$ cat src/at_rci_pkg.sv
// Shared types and constants for the AT register command interpreter.
// No dependencies; the parser, queue, executor, top level and testbench import this package.
package at_rci_pkg;

    // Status codes carried in a result item
    localparam logic [2:0] ST_READ_VALUE   = 3'd0;
    localparam logic [2:0] ST_LIST_QUERY   = 3'd1;
    localparam logic [2:0] ST_OK           = 3'd2;
    localparam logic [2:0] ST_INVALID_IN   = 3'd3;
    localparam logic [2:0] ST_INVALID_CMD  = 3'd4;
    localparam logic [2:0] ST_INVALID_REG  = 3'd5;

    // Widest register index field: covers up to 126 registers plus the overflow mark
    localparam int IDX_FIELD_W = 7;

    // Depth of the command queue between parser and executor
    localparam int CMDQ_DEPTH = 2;

    // Value limits
    localparam logic [31:0] MAG_CAP      = 32'h8000_0000;
    localparam logic [31:0] POS_MAX      = 32'h7FFF_FFFF;
    localparam logic [31:0] REG2_MAX     = 32'd16555;
    localparam logic [31:0] REG1_MIN     = 32'd1;
    localparam logic [31:0] REG1_MAX     = 32'd3;
    localparam logic [31:0] REG1_RESET   = 32'd1;
    localparam logic [31:0] REG2_RESET   = 32'd1000;

    // Character codes
    localparam logic [7:0] CH_A     = 8'h41;
    localparam logic [7:0] CH_T     = 8'h54;
    localparam logic [7:0] CH_PLUS  = 8'h2B;
    localparam logic [7:0] CH_R     = 8'h52;
    localparam logic [7:0] CH_E     = 8'h45;
    localparam logic [7:0] CH_G     = 8'h47;
    localparam logic [7:0] CH_EQ    = 8'h3D;
    localparam logic [7:0] CH_QMARK = 8'h3F;
    localparam logic [7:0] CH_MINUS = 8'h2D;
    localparam logic [7:0] CH_ZERO  = 8'h30;
    localparam logic [7:0] CH_NINE  = 8'h39;

    // Command class decided by the parser
    typedef enum logic [2:0] {
        KIND_READ    = 3'd0,
        KIND_QUERY   = 3'd1,
        KIND_WRITE   = 3'd2,
        KIND_BAD_CMD = 3'd3,
        KIND_BAD_REG = 3'd4
    } t_kind;

    // One parsed command handed from parser to executor
    typedef struct packed {
        t_kind                    kind;
        logic [IDX_FIELD_W-1:0]   reg_idx;
        logic [31:0]              mag;
        logic                     neg;
    } t_cmd;

endpackage

$ cat src/at_rci_if.sv
// Valid/ready channel interfaces for characters in and results out.
// Depends on nothing; used by the parser, the executor and the top level.
interface at_rci_in_if;
    logic       valid;
    logic       ready;
    logic [7:0] char_code;
    logic       end_of_command;

    modport source (output valid, output char_code, output end_of_command, input ready);
    modport sink   (input valid, input char_code, input end_of_command, output ready);
endinterface

interface at_rci_out_if;
    logic               valid;
    logic               ready;
    logic [2:0]         status;
    logic [3:0]         reg_number;
    logic signed [31:0] read_value;

    modport source (output valid, output status, output reg_number, output read_value,
                    input ready);
    modport sink   (input valid, input status, input reg_number, input read_value,
                    output ready);
endinterface

$ cat src/at_rci_ram.sv
// Generic single-write, single-read RAM with registered read data.
// No dependencies.
module at_rci_ram #(
    parameter int WIDTH = 32,
    parameter int DEPTH = 8
) (
    input  logic                     i_clk,
    input  logic                     i_we,
    input  logic [$clog2(DEPTH)-1:0] i_waddr,
    input  logic [WIDTH-1:0]         i_wdata,
    input  logic                     i_re,
    input  logic [$clog2(DEPTH)-1:0] i_raddr,
    output logic [WIDTH-1:0]         o_rdata
);

    logic [WIDTH-1:0] r_mem [DEPTH];
    logic [WIDTH-1:0] r_rdata;

    // Write port
    always_ff @(posedge i_clk) begin
        if (i_we) begin
            r_mem[i_waddr] <= i_wdata;
        end
    end

    // Registered read port, holds when not enabled
    always_ff @(posedge i_clk) begin
        if (i_re) begin
            r_rdata <= r_mem[i_raddr];
        end
    end

    assign o_rdata = r_rdata;

endmodule

$ cat src/at_rci_parser.sv
// Front end: accepts characters, tracks the command form, accumulates index and value.
// Depends on at_rci_pkg and at_rci_in_if; pushes one t_cmd per command.
module at_rci_parser
    import at_rci_pkg::*;
#(
    parameter int NUM_REGS = 8
) (
    input  logic         i_clk,
    input  logic         i_rst_n,
    at_rci_in_if.sink    i_cmd,
    input  logic         i_q_full,
    output logic         o_push,
    output t_cmd         o_push_cmd
);

    localparam int IW  = $clog2(NUM_REGS + 2);
    localparam int PRW = $clog2(NUM_REGS * 10 + 10);
    localparam logic [PRW-1:0] NREGS_P = PRW'(NUM_REGS);
    localparam logic [IW-1:0]  IDX_OVF = IW'(NUM_REGS + 1);
    localparam logic [IW-1:0]  NREGS_I = IW'(NUM_REGS);

    typedef enum logic [12:0] {
        PH_A         = 13'b0000000000001,
        PH_T         = 13'b0000000000010,
        PH_PLUS      = 13'b0000000000100,
        PH_R         = 13'b0000000001000,
        PH_E         = 13'b0000000010000,
        PH_G         = 13'b0000000100000,
        PH_IDX_FIRST = 13'b0000001000000,
        PH_IDX       = 13'b0000010000000,
        PH_AFTER_EQ  = 13'b0000100000000,
        PH_QUERY     = 13'b0001000000000,
        PH_MINUS     = 13'b0010000000000,
        PH_VAL       = 13'b0100000000000,
        PH_BAD       = 13'b1000000000000
    } t_phase;

    t_phase        r_phase, n_phase;
    logic [IW-1:0] r_idx, n_idx;
    logic [31:0]   r_mag, n_mag;
    logic          r_neg, n_neg;

    logic           accept;
    logic           is_digit;
    logic [3:0]     digit;
    logic [PRW-1:0] idx_prod;
    logic [35:0]    mag_prod;
    logic [IW-1:0]  idx_step;
    logic [31:0]    mag_step;
    t_cmd           cmd;

    assign i_cmd.ready = !i_q_full;
    assign accept      = i_cmd.valid && i_cmd.ready;
    assign is_digit    = (i_cmd.char_code >= CH_ZERO) && (i_cmd.char_code <= CH_NINE);
    assign digit       = i_cmd.char_code[3:0];

    // Saturating decimal accumulation of the index and the value magnitude
    always_comb begin
        idx_prod = (PRW'(r_idx) << 3) + (PRW'(r_idx) << 1) + PRW'(digit);
        if (PRW'(r_idx) > NREGS_P) begin
            idx_step = r_idx;
        end else if (idx_prod > NREGS_P) begin
            idx_step = IDX_OVF;
        end else begin
            idx_step = idx_prod[IW-1:0];
        end

        mag_prod = (36'(r_mag) << 3) + (36'(r_mag) << 1) + 36'(digit);
        if (r_mag >= MAG_CAP) begin
            mag_step = r_mag;
        end else if (mag_prod > 36'(MAG_CAP)) begin
            mag_step = MAG_CAP;
        end else begin
            mag_step = mag_prod[31:0];
        end
    end

    // Next phase and accumulators for the current character
    always_comb begin
        n_phase = r_phase;
        n_idx   = r_idx;
        n_mag   = r_mag;
        n_neg   = r_neg;
        unique case (r_phase) inside
            PH_A:    n_phase = (i_cmd.char_code == CH_A)    ? PH_T     : PH_BAD;
            PH_T:    n_phase = (i_cmd.char_code == CH_T)    ? PH_PLUS  : PH_BAD;
            PH_PLUS: n_phase = (i_cmd.char_code == CH_PLUS) ? PH_R     : PH_BAD;
            PH_R:    n_phase = (i_cmd.char_code == CH_R)    ? PH_E     : PH_BAD;
            PH_E:    n_phase = (i_cmd.char_code == CH_E)    ? PH_G     : PH_BAD;
            PH_G:    n_phase = (i_cmd.char_code == CH_G)    ? PH_IDX_FIRST : PH_BAD;
            PH_IDX_FIRST, PH_IDX: begin
                if (is_digit) begin
                    n_idx   = idx_step;
                    n_phase = PH_IDX;
                end else if (i_cmd.char_code == CH_EQ && r_phase == PH_IDX) begin
                    n_phase = PH_AFTER_EQ;
                end else begin
                    n_phase = PH_BAD;
                end
            end
            PH_AFTER_EQ, PH_MINUS, PH_VAL: begin
                if (is_digit) begin
                    n_mag   = mag_step;
                    n_phase = PH_VAL;
                end else if (r_phase == PH_AFTER_EQ && i_cmd.char_code == CH_QMARK) begin
                    n_phase = PH_QUERY;
                end else if (r_phase == PH_AFTER_EQ && i_cmd.char_code == CH_MINUS) begin
                    n_neg   = 1'b1;
                    n_phase = PH_MINUS;
                end else begin
                    n_phase = PH_BAD;
                end
            end
            default: n_phase = PH_BAD;
        endcase
    end

    // Classify the finished command
    always_comb begin
        cmd.reg_idx = IDX_FIELD_W'(n_idx);
        cmd.mag     = n_mag;
        cmd.neg     = n_neg;
        if (n_phase != PH_IDX && n_phase != PH_QUERY && n_phase != PH_VAL) begin
            cmd.kind    = KIND_BAD_CMD;
            cmd.reg_idx = '0;
        end else if (n_idx == '0 || n_idx > NREGS_I) begin
            cmd.kind = KIND_BAD_REG;
        end else if (n_phase == PH_IDX) begin
            cmd.kind = KIND_READ;
        end else if (n_phase == PH_QUERY) begin
            cmd.kind = KIND_QUERY;
        end else begin
            cmd.kind = KIND_WRITE;
        end
    end

    assign o_push     = accept && i_cmd.end_of_command;
    assign o_push_cmd = cmd;

    // Advance parse state; restart after the last character
    always_ff @(posedge i_clk) begin
        if (!i_rst_n) begin
            r_phase <= PH_A;
            r_idx   <= '0;
            r_mag   <= '0;
            r_neg   <= 1'b0;
        end else if (accept) begin
            if (i_cmd.end_of_command) begin
                r_phase <= PH_A;
                r_idx   <= '0;
                r_mag   <= '0;
                r_neg   <= 1'b0;
            end else begin
                r_phase <= n_phase;
                r_idx   <= n_idx;
                r_mag   <= n_mag;
                r_neg   <= n_neg;
            end
        end
    end

endmodule

$ cat src/at_rci_cmd_queue.sv
// Short FIFO of parsed commands between parser and executor.
// Depends on at_rci_pkg for t_cmd and CMDQ_DEPTH.
module at_rci_cmd_queue
    import at_rci_pkg::*;
(
    input  logic i_clk,
    input  logic i_rst_n,
    input  logic i_push,
    input  t_cmd i_push_cmd,
    input  logic i_pop,
    output logic o_full,
    output logic o_valid,
    output t_cmd o_head
);

    localparam int PW = (CMDQ_DEPTH > 1) ? $clog2(CMDQ_DEPTH) : 1;
    localparam int CW = $clog2(CMDQ_DEPTH + 1);
    localparam logic [CW-1:0] FULL_CNT = CW'(CMDQ_DEPTH);
    localparam logic [PW-1:0] LAST_PTR = PW'(CMDQ_DEPTH - 1);

    t_cmd          r_mem [CMDQ_DEPTH];
    logic [PW-1:0] r_wr_ptr, r_rd_ptr;
    logic [CW-1:0] r_count;
    logic          do_push, do_pop;

    assign o_full  = (r_count == FULL_CNT);
    assign o_valid = (r_count != '0);
    assign o_head  = r_mem[r_rd_ptr];
    assign do_push = i_push && !o_full;
    assign do_pop  = i_pop && o_valid;

    // Store entries
    always_ff @(posedge i_clk) begin
        if (do_push) begin
            r_mem[r_wr_ptr] <= i_push_cmd;
        end
    end

    // Advance pointers and fill count
    always_ff @(posedge i_clk) begin
        if (!i_rst_n) begin
            r_wr_ptr <= '0;
            r_rd_ptr <= '0;
            r_count  <= '0;
        end else begin
            if (do_push) begin
                r_wr_ptr <= (r_wr_ptr == LAST_PTR) ? '0 : r_wr_ptr + 1'b1;
            end
            if (do_pop) begin
                r_rd_ptr <= (r_rd_ptr == LAST_PTR) ? '0 : r_rd_ptr + 1'b1;
            end
            if (do_push && !do_pop) begin
                r_count <= r_count + 1'b1;
            end else if (do_pop && !do_push) begin
                r_count <= r_count - 1'b1;
            end
        end
    end

endmodule

$ cat src/at_rci_exec.sv
// Back end: carries out parsed commands on the register file and drives results.
// Depends on at_rci_pkg, at_rci_out_if and at_rci_ram.
module at_rci_exec
    import at_rci_pkg::*;
#(
    parameter int NUM_REGS = 8
) (
    input  logic          i_clk,
    input  logic          i_rst_n,
    input  logic          i_q_valid,
    input  t_cmd          i_q_head,
    output logic          o_pop,
    at_rci_out_if.source  o_rsp
);

    localparam int IW = $clog2(NUM_REGS + 2);
    localparam int AW = $clog2(NUM_REGS);

    logic [NUM_REGS-1:0] r_written;

    logic          r_s1_valid;
    logic [2:0]    r_s1_status;
    logic [3:0]    r_s1_reg;
    logic          r_s1_read;
    logic          r_s1_hit;
    logic [31:0]   r_s1_dflt;

    logic               r_o_valid;
    logic [2:0]         r_o_status;
    logic [3:0]         r_o_reg;
    logic signed [31:0] r_o_value;

    logic          out_load, s1_ready;
    logic [IW-1:0] idx;
    logic [AW-1:0] addr;
    logic [7:0]    idx_wide;
    logic          neg;
    logic [31:0]   bits;
    logic          ok;
    logic          we, re;
    logic [2:0]    status;
    logic [31:0]   dflt;
    logic [31:0]   rdata;

    assign out_load = !r_o_valid || o_rsp.ready;
    assign s1_ready = !r_s1_valid || out_load;
    assign o_pop    = i_q_valid && s1_ready;

    assign idx      = i_q_head.reg_idx[IW-1:0];
    assign addr     = AW'(idx - IW'(1));
    assign idx_wide = 8'(i_q_head.reg_idx);

    // Signed write value, saturated, and the per-register range check
    always_comb begin
        neg = i_q_head.neg && (i_q_head.mag != '0);
        if (neg) begin
            bits = 32'd0 - i_q_head.mag;
        end else if (i_q_head.mag >= MAG_CAP) begin
            bits = POS_MAX;
        end else begin
            bits = i_q_head.mag;
        end
        if (idx == IW'(1)) begin
            ok = !neg && bits >= REG1_MIN && bits <= REG1_MAX;
        end else if (idx == IW'(2)) begin
            ok = !neg && bits <= REG2_MAX;
        end else begin
            ok = 1'b1;
        end
    end

    // Decode the command class into a status and memory operation
    always_comb begin
        we = 1'b0;
        re = 1'b0;
        unique case (i_q_head.kind)
            KIND_READ: begin
                status = ST_READ_VALUE;
                re     = o_pop;
            end
            KIND_QUERY:   status = ST_LIST_QUERY;
            KIND_WRITE: begin
                status = ok ? ST_OK : ST_INVALID_IN;
                we     = o_pop && ok;
            end
            KIND_BAD_CMD: status = ST_INVALID_CMD;
            KIND_BAD_REG: status = ST_INVALID_REG;
            default:      status = ST_INVALID_CMD;
        endcase
    end

    // Reset contents of a never-written register
    always_comb begin
        if (addr == AW'(0)) begin
            dflt = REG1_RESET;
        end else if (addr == AW'(1)) begin
            dflt = REG2_RESET;
        end else begin
            dflt = '0;
        end
    end

    at_rci_ram #(
        .WIDTH (32),
        .DEPTH (NUM_REGS)
    ) u_regfile (
        .i_clk   (i_clk),
        .i_we    (we),
        .i_waddr (addr),
        .i_wdata (bits),
        .i_re    (re),
        .i_raddr (addr),
        .o_rdata (rdata)
    );

    // Mark registers that hold a written value
    always_ff @(posedge i_clk) begin
        if (!i_rst_n) begin
            r_written <= '0;
        end else if (we) begin
            r_written[addr] <= 1'b1;
        end
    end

    // Stage 1: command issued, read data pending
    always_ff @(posedge i_clk) begin
        if (!i_rst_n) begin
            r_s1_valid <= 1'b0;
        end else if (s1_ready) begin
            r_s1_valid <= o_pop;
        end
    end

    always_ff @(posedge i_clk) begin
        if (o_pop) begin
            r_s1_status <= status;
            r_s1_reg    <= idx_wide[3:0];
            r_s1_read   <= (i_q_head.kind == KIND_READ);
            r_s1_hit    <= r_written[addr];
            r_s1_dflt   <= dflt;
        end
    end

    // Output register: hold until taken
    always_ff @(posedge i_clk) begin
        if (!i_rst_n) begin
            r_o_valid <= 1'b0;
        end else if (out_load) begin
            r_o_valid <= r_s1_valid;
        end
    end

    always_ff @(posedge i_clk) begin
        if (out_load && r_s1_valid) begin
            r_o_status <= r_s1_status;
            r_o_reg    <= r_s1_reg;
            if (r_s1_read) begin
                r_o_value <= r_s1_hit ? $signed(rdata) : $signed(r_s1_dflt);
            end else begin
                r_o_value <= '0;
            end
        end
    end

    assign o_rsp.valid      = r_o_valid;
    assign o_rsp.status     = r_o_status;
    assign o_rsp.reg_number = r_o_reg;
    assign o_rsp.read_value = r_o_value;

endmodule

$ cat src/at_register_command_interpreter.sv
// AT register command interpreter: one character accepted per cycle unless the command
// queue is full. A result passes through the queue, the issue/RAM read stage and the
// output register after the last character of its command is accepted.
// Reset restarts parsing and makes registers 1 and 2 read 1 and 1000, all others 0,
// at once; no clearing pass is needed.
module at_register_command_interpreter
    import at_rci_pkg::*;
#(
    parameter int NUM_REGS = 8
) (
    input  logic         i_clk,
    input  logic         i_rst_n,
    at_rci_in_if.sink    i_cmd,
    at_rci_out_if.source o_rsp
);

    logic q_full, q_valid, push, pop;
    t_cmd push_cmd, head;

    at_rci_parser #(
        .NUM_REGS (NUM_REGS)
    ) u_parser (
        .i_clk      (i_clk),
        .i_rst_n    (i_rst_n),
        .i_cmd      (i_cmd),
        .i_q_full   (q_full),
        .o_push     (push),
        .o_push_cmd (push_cmd)
    );

    at_rci_cmd_queue u_queue (
        .i_clk      (i_clk),
        .i_rst_n    (i_rst_n),
        .i_push     (push),
        .i_push_cmd (push_cmd),
        .i_pop      (pop),
        .o_full     (q_full),
        .o_valid    (q_valid),
        .o_head     (head)
    );

    at_rci_exec #(
        .NUM_REGS (NUM_REGS)
    ) u_exec (
        .i_clk     (i_clk),
        .i_rst_n   (i_rst_n),
        .i_q_valid (q_valid),
        .i_q_head  (head),
        .o_pop     (pop),
        .o_rsp     (o_rsp)
    );

endmodule

$ cat src/flat_wrapper.sv
// flat-port wrapper written by rule: the top's interface ports become plain ports
module at_register_command_interpreter_flat import at_rci_pkg::*;
#(
    parameter int NUM_REGS = 8
)
  (i_clk, i_rst_n, i_cmd_valid, i_cmd_char_code, i_cmd_end_of_command, i_cmd_ready, o_rsp_valid, o_rsp_status, o_rsp_reg_number, o_rsp_read_value, o_rsp_ready);
  at_rci_in_if i_cmd_i ();
  at_rci_out_if o_rsp_i ();
  input  logic i_clk;
  input  logic i_rst_n;
  input wire logic [$bits(i_cmd_i.valid)-1:0] i_cmd_valid;
  input wire logic [$bits(i_cmd_i.char_code)-1:0] i_cmd_char_code;
  input wire logic [$bits(i_cmd_i.end_of_command)-1:0] i_cmd_end_of_command;
  output wire logic [$bits(i_cmd_i.ready)-1:0] i_cmd_ready;
  output wire logic [$bits(o_rsp_i.valid)-1:0] o_rsp_valid;
  output wire logic [$bits(o_rsp_i.status)-1:0] o_rsp_status;
  output wire logic [$bits(o_rsp_i.reg_number)-1:0] o_rsp_reg_number;
  output wire logic [$bits(o_rsp_i.read_value)-1:0] o_rsp_read_value;
  input wire logic [$bits(o_rsp_i.ready)-1:0] o_rsp_ready;
  assign i_cmd_i.valid = i_cmd_valid;
  assign i_cmd_i.char_code = i_cmd_char_code;
  assign i_cmd_i.end_of_command = i_cmd_end_of_command;
  assign i_cmd_ready = i_cmd_i.ready;
  assign o_rsp_valid = o_rsp_i.valid;
  assign o_rsp_status = o_rsp_i.status;
  assign o_rsp_reg_number = o_rsp_i.reg_number;
  assign o_rsp_read_value = o_rsp_i.read_value;
  assign o_rsp_i.ready = o_rsp_ready;
  at_register_command_interpreter #(.NUM_REGS(NUM_REGS)) u_core (.i_clk(i_clk), .i_rst_n(i_rst_n), .i_cmd(i_cmd_i), .o_rsp(o_rsp_i));
endmodule
$ cat config.mk
export PLATFORM = sky130hd
export DESIGN_NAME = at_register_command_interpreter_flat
export DESIGN_NICKNAME = d
export VERILOG_FILES = /design/src/at_rci_pkg.sv /design/src/at_rci_if.sv /design/src/at_rci_ram.sv /design/src/at_rci_parser.sv /design/src/at_rci_cmd_queue.sv /design/src/at_rci_exec.sv /design/src/at_register_command_interpreter.sv /design/src/flat_wrapper.sv
export SDC_FILE = /design/constraint.sdc
export NUM_CORES = 1
export LEC_CHECK = 0
export BUFFER_PORTS_ARGS = -buffer_cell sky130_fd_sc_hd__buf_2
export CAP_MARGIN = 25
export CORE_MARGIN = 2
export CORE_UTILIZATION = 63
export CTS_BUF_LIST = sky130_fd_sc_hd__clkbuf_16
export CTS_CLUSTER_SIZE = 30
export DETAILED_ROUTE_END_ITERATION = 8
export HOLD_SLACK_MARGIN = 0.1
export PLACE_DENSITY_LB_ADDON = 0.15
export SYNTH_ARGS = -nofsm -noshare
export SYNTH_HDL_FRONTEND = slang
export SYNTH_SLANG_ARGS = --single-unit
$ cat constraint.sdc
create_clock -name i_clk -period 8.7 [get_ports i_clk]
set_input_delay 1.74 -clock i_clk [delete_from_list [all_inputs] [get_ports i_clk]]
set_output_delay 1.74 -clock i_clk [all_outputs]
set_load 0.01 [all_outputs]
==> impl_metrics.csv <==
group,metric,value,unit
status,run_status,"complete, no violations",
sta,timing_max_transition_violations_final,0,
pwr,total_power,6.21,mW
drt,initialDrtViolationCount,1633,
grt,wire_length_of_the_first_global_routing_pass,86.1,mm
cts,cts_buffers,47,
cells_and_area,layout.cells.most_common,"sky130_fd_sc_hd__edfxtp_1",
critical_path,timing.critical_path.arrival,6.32,ns
yosys,ys_warn_count,0,
grt,grt_overflow,0,
placement,io_buffers,53,
grt,use_met3,0.0321,
drt,vias_per_cell,6.73,
yosys,synth_compound_gate_area_share,0.159,
grt,pin_count_of_the_biggest_net_entering_global_routing,53,
sta,period_needed,6.14,ns
placement,hpwlAfterDp,35.1,mm
drt,drt.antenna.violating_nets,0,
sta,worst_slew_pin_slew,0.951,ns
grt,overall_global_routing_usage,0.288,
grt,grtUsageMet2,0.492,
grt,gr-max-usage-layer,"met2",
die,top_level_ports,54,
pwr,pwr-share-seq,0.463,
cells_and_area,area_delta_synth_final,11.0,%
pwr,p_sw_frac,0.289,
sta,fmax,0.163,GHz
cells_and_area,largest_reg_flops,256,
sta,worst_clock_skew,0.0308,ns
cts,cts_buffer_depth,3,
drt,post_drt_wl_per_cell,22.9,um
cts,cts.root.buffer_cell,"sky130_fd_sc_hd__clkbuf_16",
pwr,total_leakage_power,9.04,nW
sta,setup_total_negative_slack,0,ns
pwr,power.share.clock,0.337,
yosys,yosysUniqueCellTypes,81,
pwr,pwr_density_cell,244,nW/um^2
die,placementRows,69,
critical_path,crit_end_category,"register",
cts,worst_skew_pair.late_latency,0.57,ns
sta,final.period_utilization,0.706,
sta,hold_violations,0,
die,placeableCoreArea,35700,sq um
cells_and_area,finalNetCount,1974,
drt,first_pass_iters,6,
pwr,intPower,4.42,mW
grt,antenna_violations_before_repair,0,
yosys,synthXorXnorAreaFrac,0.0168,
grt,gr-usage-met1,0.387,
yosys,main_flop_type_after_synthesis,"sky130_fd_sc_hd__edfxtp_1",
cts,post_cts.repair.setup_buffers,0,
yosys,ys_seq_elements,483,
die,die-height,195,um
flow_run,max_cap_violations,0,
sta,grt_setup_unrepaired,"no",
yosys,synth_enable_flop_cells,418,
cells_and_area,max_flop_register,"u_core.u_exec.u_regfile.r_mem",
cts,clk_pin_slew_worst_paths,0.06,ns
yosys,synth_simple_gate_area_frac,0.130,
yosys,avgSynthCellArea,12.4,sq um
sta,worst_hold_slack,0.416,ns
sta,slew_headroom,0.360,
cts,post_cts_resize_count,0,
die,design.die.area,37900,sq um
critical_path,timing_worst_setup_path_type,"register to register",
cts,cts_tree,"done",
cts,htree_num_levels,2,
yosys,post_synth_inst_count,1844,
grt,grt_pass1_vias,15700,
pwr,power_switching,1.79,mW
yosys,post_synthesis_mux_area_share,0.0220,
placement,placement.setup.worst_slack,2.36,ns
drt,post-route-drc-count,0,
yosys,synth_seq_area_share,0.604,
cells_and_area,antenna_cells,0,
placement,routabilityCongestion,0.938,
yosys,synth-adder-area-share,0.0444,
cts,cts.sinks,483,
min_path,holdCritPathClass,"register to register",
cells_and_area,final_cell_mix,"sky130_fd_sc_hd__edfxtp_1, sky130_fd_sc_hd__a22oi_1, sky130_fd_sc_hd__nand2_1, sky130_fd_sc_hd__nor2_1, sky130_fd_sc_hd__ha_1",
drt,route.final.wire_length,54.6,mm
sta,setup_violations,0,
critical_path,critical_path.startpoint_type,"register",
yosys,synth_top_family_by_area,"compound AO/OA/AOI/OAI gates",
critical_path,critPathMaxFanout,52,
pwr,vdd_drop_max,0.139,mV
yosys,syn-num-nets,1936,
cts,quantity_of_hold_fixing_buffers_added_after_cts,0,
die,floorplan.initialDensity,0.641,
critical_path,crit_required,8.88,ns
pwr,combinationalPowerShare,0.199,
sta,final.setup.worst_slack,2.56,ns
drt,via_count,16000,
cells_and_area,drive_gt1_frac,0.106,
yosys,async_reset_ff_frac,0,
yosys,netlist_area,22900,sq um
cells_and_area,layout_top_registers,"u_core.u_exec.u_regfile.r_mem x256, u_core.u_queue.r_mem x80",
die,die_x,195,um
metrics by stage:
stage | cell area [sq um] | instances | util
4_1_cts | 25400 | 2380 | 0.711
3_5_place_dp | 23800 | 2292 | 0.665
5_1_grt | 25400 | 2382 | 0.712
6_report | 25400 | 2382 | 0.712
2_1_floorplan | 22900 | 1844 | -
3_3_place_gp | 23700 | 2288 | 0.663
worst max-delay path, stage by stage, from the launching register on:
cell and delay [ns]:
sky130_fd_sc_hd__dfxtp_4 0.69, sky130_fd_sc_hd__buf_4 0.57, sky130_fd_sc_hd__mux2i_1 0.52, sky130_fd_sc_hd__o211a_1 0.30, sky130_fd_sc_hd__nand2_1 0.10, sky130_fd_sc_hd__nor2b_1 0.21
sky130_fd_sc_hd__a31o_2 0.67, sky130_fd_sc_hd__and2_1 0.41, sky130_fd_sc_hd__o2111ai_1 0.30, sky130_fd_sc_hd__o221a_1 0.47, sky130_fd_sc_hd__or3_1 0.72, sky130_fd_sc_hd__nor4_4 0.23
sky130_fd_sc_hd__buf_4 0.52
cells in the mapped netlist (15+ instances only):
cell type                  count  share of area
sky130_fd_sc_hd__nand2_1     103          0.017
sky130_fd_sc_hd__clkbuf_1     81          0.013
sky130_fd_sc_hd__or3_1        20         0.0055
sky130_fd_sc_hd__o31ai_1      18         0.0059
sky130_fd_sc_hd__mux2i_1      38          0.017
sky130_fd_sc_hd__nor4_1       22         0.0060
sky130_fd_sc_hd__nand2b_1     15         0.0041
sky130_fd_sc_hd__nor2b_1      24         0.0065
sky130_fd_sc_hd__a21o_1       20         0.0065
sky130_fd_sc_hd__a22o_1       52          0.020
sky130_fd_sc_hd__ha_1         75          0.041
sky130_fd_sc_hd__a31oi_1      28         0.0076
sky130_fd_sc_hd__edfxtp_1    418           0.55
sky130_fd_sc_hd__and2_1       28         0.0076
sky130_fd_sc_hd__and3_1       43          0.012
sky130_fd_sc_hd__nand4_1      53          0.014
sky130_fd_sc_hd__nor2_1       98          0.016
sky130_fd_sc_hd__xnor2_1      30          0.011
sky130_fd_sc_hd__inv_1        31         0.0051
sky130_fd_sc_hd__nor3_1       45         0.0098
sky130_fd_sc_hd__dfxtp_1      65          0.057
sky130_fd_sc_hd__nor3b_1      16         0.0052
sky130_fd_sc_hd__a21oi_1      69          0.015
sky130_fd_sc_hd__o21ai_0      44         0.0096
sky130_fd_sc_hd__a22oi_1     142          0.047
sky130_fd_sc_hd__nand3_1      34         0.0074
sky130_fd_sc_hd__o21ai_1      15         0.0033
worst paths after layout:
check / startpoint / to / slack [ns] / cells past startpoint
hold reg to reg: u_core.u_exec.r_s1_reg[1] / u_core.u_exec.o_rsp.reg_number[1] / 0.42 / 0
setup reg to reg: register / u_core.u_exec.u_regfile.r_mem[6][23] / 2.56 / 12
hold / removal: u_core.u_exec.r_s1_reg[1] / u_core.u_exec.o_rsp.reg_number[1] / 0.42 / 0
setup / recovery: register / u_core.u_exec.u_regfile.r_mem[6][23] / 2.56 / 12
cell families (layout without fill, tap and decap cells):
kind of cell	Yosys count	after routing
and+or+nand+nor	549	549
xor gates and xnor gates	44	44
muxes	49	49
AOI/OAI and AO/OA	511	511
adders and majority gates	79	79
DFF	483	483
buffers and inverters	129	206
area by class of cell:
type                    count  area [sq um]
clock buffers              51          1280
clock inverters            37           353
fillers                  2395         10300
inverters                  32           120
multi-input cells        1232          8670
flip-flops and latches    483         13900
well taps                 461           577
repair buffers             86           591
power groups by stage:
stage	combinational, mW	clock, mW	sequential, mW
global placement	1.12	0	2.94
floorplan	0.797	0	2.91
detailed placement	1.19	0	2.94
finish	1.24	2.09	2.88
global route	1.34	2.21	2.89
CTS	1.20	2.12	2.89
routing by layer:
metal	vias to the layer above	part of all wire
met5	-	0
met4	0	0.028
met3	98	0.065
met2	682	0.49
met1	7827	0.42
li1	7421	-
(Power assumes the default switching activity.)
